==> config.mk <==
export PLATFORM = sky130hd
export DESIGN_NAME = ilir_cell
export DESIGN_NICKNAME = d
export VERILOG_FILES = /design/src/rtl/core/ilir_pkg.sv /design/src/rtl/core/ilir_cell.sv
export SDC_FILE = /design/constraint.sdc
export NUM_CORES = 1
export LEC_CHECK = 0
export BUFFER_PORTS_ARGS = -buffer_cell sky130_fd_sc_hd__buf_2
export CAP_MARGIN = 20
export CORE_ASPECT_RATIO = 0.75
export CORE_MARGIN = 3
export CORE_UTILIZATION = 39
export CTS_CLUSTER_SIZE = 20
export DETAILED_ROUTE_END_ITERATION = 10
export PLACE_DENSITY = 0.82
export SYNTH_ARGS = -nofsm -noshare
export SYNTH_HDL_FRONTEND = slang
export SYNTH_SLANG_ARGS = --single-unit
==> constraint.sdc <==
create_clock -name clk -period 4.45 [get_ports clk]
set_clock_uncertainty 0.05 [all_clocks]
set_input_delay 0.445 -clock clk [delete_from_list [all_inputs] [get_ports clk]]
set_output_delay 0.445 -clock clk [all_outputs]
set_load 0.02 [all_outputs]
==> src/rtl/core/ilir_pkg.sv <==
// ----------------------------------------------------------------------------
// ilir_pkg - shared types and constants for the indexed list store
// Request and status codes, field widths, default sizes and the control
// struct that the top level broadcasts along the row of entry cells.
// ----------------------------------------------------------------------------
package ilir_pkg;

    // Field widths of one request item and one result item
    localparam int REQ_W   = 2;
    localparam int POS_W   = 6;
    localparam int VALUE_W = 32;
    localparam int STAT_W  = 2;
    localparam int COUNT_W = 7;

    // Packed stream widths, rounded up to whole bytes
    localparam int IN_BITS   = REQ_W + POS_W + VALUE_W;
    localparam int OUT_BITS  = VALUE_W + STAT_W + COUNT_W;
    localparam int IN_DATA_W  = ((IN_BITS + 7) / 8) * 8;
    localparam int OUT_DATA_W = ((OUT_BITS + 7) / 8) * 8;

    // Default sizes
    localparam int DEF_CAPACITY   = 64;
    localparam int DEF_ITEM_WIDTH = 32;

    // Request codes
    localparam logic [REQ_W-1:0] REQ_GET    = 2'd0;
    localparam logic [REQ_W-1:0] REQ_SET    = 2'd1;
    localparam logic [REQ_W-1:0] REQ_INSERT = 2'd2;
    localparam logic [REQ_W-1:0] REQ_REMOVE = 2'd3;

    // Status codes
    localparam logic [STAT_W-1:0] ST_OK        = 2'd0;
    localparam logic [STAT_W-1:0] ST_BAD_INDEX = 2'd1;
    localparam logic [STAT_W-1:0] ST_FULL      = 2'd2;

    // What every cell does in the current cycle
    typedef enum logic [1:0] {
        OP_HOLD,
        OP_SET,
        OP_INSERT,
        OP_REMOVE
    } cell_op_t;

    typedef struct packed {
        cell_op_t           op;
        logic [POS_W-1:0]   pos;
    } cell_ctl_t;

endpackage

==> src/rtl/core/ilir_cell.sv <==
// ----------------------------------------------------------------------------
// ilir_cell - one entry of the indexed list store
// Holds one element word. On insert it takes the word of its lower
// neighbor if above the index, on remove the word of its upper neighbor
// if at or above it, and on set or insert at its own index the new word.
// Drives its word onto the read OR-bus when the request addresses it.
// ----------------------------------------------------------------------------
module ilir_cell
    import ilir_pkg::*;
#(
    parameter int CAPACITY   = DEF_CAPACITY,
    parameter int ITEM_WIDTH = DEF_ITEM_WIDTH,
    parameter int IDX        = 0
)
(
    input  logic                  clk,
    input  cell_ctl_t             ctl,
    input  logic [ITEM_WIDTH-1:0] wr_data,
    input  logic [ITEM_WIDTH-1:0] below,
    input  logic [ITEM_WIDTH-1:0] above,
    output logic [ITEM_WIDTH-1:0] value,
    output logic [ITEM_WIDTH-1:0] rd_part
);

    localparam int IDX_W = (CAPACITY > 2) ? $clog2(CAPACITY) : 1;
    localparam int CW    = (IDX_W > POS_W) ? IDX_W : POS_W;
    localparam logic [CW-1:0] MY_IDX = CW'(IDX);

    logic [CW-1:0]         pos_x;
    logic                  at_pos;
    logic                  past_pos;
    logic [ITEM_WIDTH-1:0] entry_reg;
    logic [ITEM_WIDTH-1:0] entry_next;

    assign pos_x    = CW'(ctl.pos);
    assign at_pos   = (MY_IDX == pos_x);
    assign past_pos = (MY_IDX > pos_x);

    // Pick the word this entry holds after the request
    always_comb
    begin
        entry_next = entry_reg;
        case (ctl.op)
            OP_SET:
            begin
                if (at_pos)
                begin
                    entry_next = wr_data;
                end
            end
            OP_INSERT:
            begin
                if (at_pos)
                begin
                    entry_next = wr_data;
                end
                else if (past_pos)
                begin
                    entry_next = below;
                end
            end
            OP_REMOVE:
            begin
                if (at_pos || past_pos)
                begin
                    entry_next = above;
                end
            end
            default:
            begin
                entry_next = entry_reg;
            end
        endcase
    end

    // Hold the entry word
    always_ff @(posedge clk)
    begin
        entry_reg <= entry_next;
    end

    assign value   = entry_reg;
    assign rd_part = at_pos ? entry_reg : '0;

endmodule

==> results.sh <==
export IMPL_status="complete, no violations"
export IMPL_setup_viol=0
export IMPL_ios=169
export IMPL_rsz0062_at_grt="false"
export IMPL_syn_inst=222
export IMPL_pwr_share_comb=0.248
export IMPL_cts_buffer_depth=2
export IMPL_vias=2175
export IMPL_postCtsHoldBufs=0
export IMPL_finalHoldViolations=0
export IMPL_worst_setup_path_end_kind="flip-flop"
export IMPL_antenna_cells=0
export IMPL_port_buffers=168
export IMPL_slew_viol_final=0
export IMPL_start_util=0.413
export IMPL_first_pass_iters=6
export IMPL_drtIter0Drc=74
export IMPL_power_switching_mw=0.249
export IMPL_rows=22
export IMPL_internal_power_mw=0.641
export IMPL_clkPwrFrac=0.300
export IMPL_grt_max_degree=36
export IMPL_crit_arrival_ns=2.40
export IMPL_fmax_mhz=392
export IMPL_tns_ns=0
export IMPL_min_period_over_period=0.574
export IMPL_overflow=0
export IMPL_synth_area_mm2=0.00206
export IMPL_min_period_ns=2.55
export IMPL_powerDensity_mw_per_mm2=293
export IMPL_drt_antenna_violating_nets=0
export IMPL_htreeDepth=2
export IMPL_syn_area_per_cell_um2=9.27
export IMPL_crit_type="primary input to flip-flop"
export IMPL_peakVddDrop_mv=0.155
export IMPL_cts_resized=0
export IMPL_synth_area_leaders="edfxtp_1, o221ai_1, nand2_1"
export IMPL_p_sw_frac=0.280
export IMPL_tightest_slew_ns=0.994
export IMPL_maxSlewHeadroom=0.335
export IMPL_grt_pass1_wl_um=9210
export IMPL_antenna_found_initial=0
export IMPL_cts_tree="built"
export IMPL_cts_buffers=5
export IMPL_drc=0
export IMPL_syn_nets=330
export IMPL_total_power_mw=0.890
export IMPL_track_usage=0.189
export IMPL_globalplace_congestion=0.740
export IMPL_die_h_um=68.9
export IMPL_hold_depth=3
export IMPL_min_path_type="primary input to flip-flop"
export IMPL_p_leak_nw=1.55
export IMPL_cts_root_buffer="clkbuf_8"
export IMPL_largest_reg_flops=32
export IMPL_yosysWarningCount=0
export IMPL_ys_ff_latch=32
export IMPL_synth_top_area_share=0.467
export IMPL_post_cts_buffers=0
export IMPL_die_area_mm2=0.00619
export IMPL_cts_sinks=32
export IMPL_dieWidth_um=89.9
export IMPL_via_per_inst=4.77
export IMPL_cp_required_ns=4.30
export IMPL_power_frac_seq=0.453
export IMPL_maxCapViolCount=0
export IMPL_wl_per_cell_um=13.2
export IMPL_fin_nets=491
export IMPL_area_growth_pct=47.6
export IMPL_core_area_mm2=0.00498
export IMPL_totalWireLength_um=6030
export IMPL_yosys_area_top_type="edfxtp_1"
export IMPL_layout_drive_gt1_share=0.484
export IMPL_hpwl_um=4610
export IMPL_grt_pass1_vias=2042
export IMPL_path_max_fanout=32
export IMPL_crit_path_start_kind="primary input"
export IMPL_synth_cell_type_count=17
export IMPL_fill_cells=469
export IMPL_path_clk_slew_ns=0.07
export IMPL_synth_seq_area_share=0.467
## synth_stat cells
master and number:
buf_2 2, ha_1 3, clkbuf_1 7, o221ai_2 3, edfxtp_1 32, o221ai_1 29, o22a_2 1, nor3_2 1
a2bb2oi_1 1, buf_6 8, nand2_1 64, or4_4 1, nor3_1 1, buf_4 1, or3b_1 1, inv_1 35
and2_1 32
## logic make-up after synthesis
kind of cell / Yosys count / synth area share
and+or+nand+nor: 100 / 0.231
buffers and inverters: 53 / 0.129
AOI/OAI and AO/OA: 34 / 0.154
DFF: 32 / 0.467
adders and majority gates: 3 / 0.0183
## metal layers
layer  global-route usage  wire length (um)  vias up
li1                     -                 -     1075
met1                0.219              2440      973
met2                0.341              2910      116
met3               0.0575               599       11
met4               0.0687                90        0
met5                    0                 0        -
## critical path, stage by stage
cell and delay [ns]:
buf_2 0.11, ha_1 0.57, buf_4 0.35, inv_1 0.10, a2bb2oi_4 0.80
## worst paths after layout
path / start / endpoint / slack (ns)
setup / recovery: ctl[6] / value[2]$_DFFE_PP_ / 1.90
hold / removal: above[12] / value[12]$_DFFE_PP_ / 0.40
## layout make-up
| cell class | instances | area, um2 | area share |
|---|---|---|---|
| Timing Repair Buffer | 172 | 891 | 0.293 |
| Tap cell | 72 | 90.1 | 0.0297 |
| Clock buffer | 6 | 72.6 | 0.0239 |
| Clock inverter | 2 | 35.0 | 0.0115 |
| Sequential cell | 32 | 961 | 0.317 |
| Multi-Input combinational cell | 137 | 855 | 0.282 |
| Inverter | 35 | 131 | 0.0433 |
## per-stage QoR
stage / worst slack (ns) / cells / utilization / cell area [um2] / hold slack [ns]
floorplan: 0.937 / 222 / - / 2060 / 0.589
global placement: 1.56 / 447 / 0.582 / 2900 / 0.677
detailed placement: 1.46 / 447 / 0.582 / 2900 / 0.682
CTS: 1.75 / 455 / 0.604 / 3010 / 0.390
global route: 1.70 / 456 / 0.609 / 3040 / 0.389
finish: 1.90 / 456 / 0.609 / 3040 / 0.398
## power groups by stage
stage	combinational [mW]	clock (mW)	sequential [mW]
detailed placement	0.220	0	0.409
finish	0.220	0.267	0.403
CTS	0.220	0.275	0.404
global route	0.241	0.288	0.408
floorplan	0.0715	0	0.456
global placement	0.215	0	0.407
## cells in the final DEF (no fill, tap or decap), drive strengths merged
cell type | synthesis | layout
inv | 35 | 35
or4 | 1 | 1
clkbuf | 7 | 6
a2bb2oi | 1 | 1
o221ai | 32 | 32
ha | 3 | 3
edfxtp | 32 | 32
and2 | 32 | 32
bufinv | 0 | 1
o22a | 1 | 1
buf | 11 | 172
or3b | 1 | 1
clkinv | 0 | 1
nor3 | 2 | 2
nand2 | 64 | 64
(Power assumes the default switching activity.)
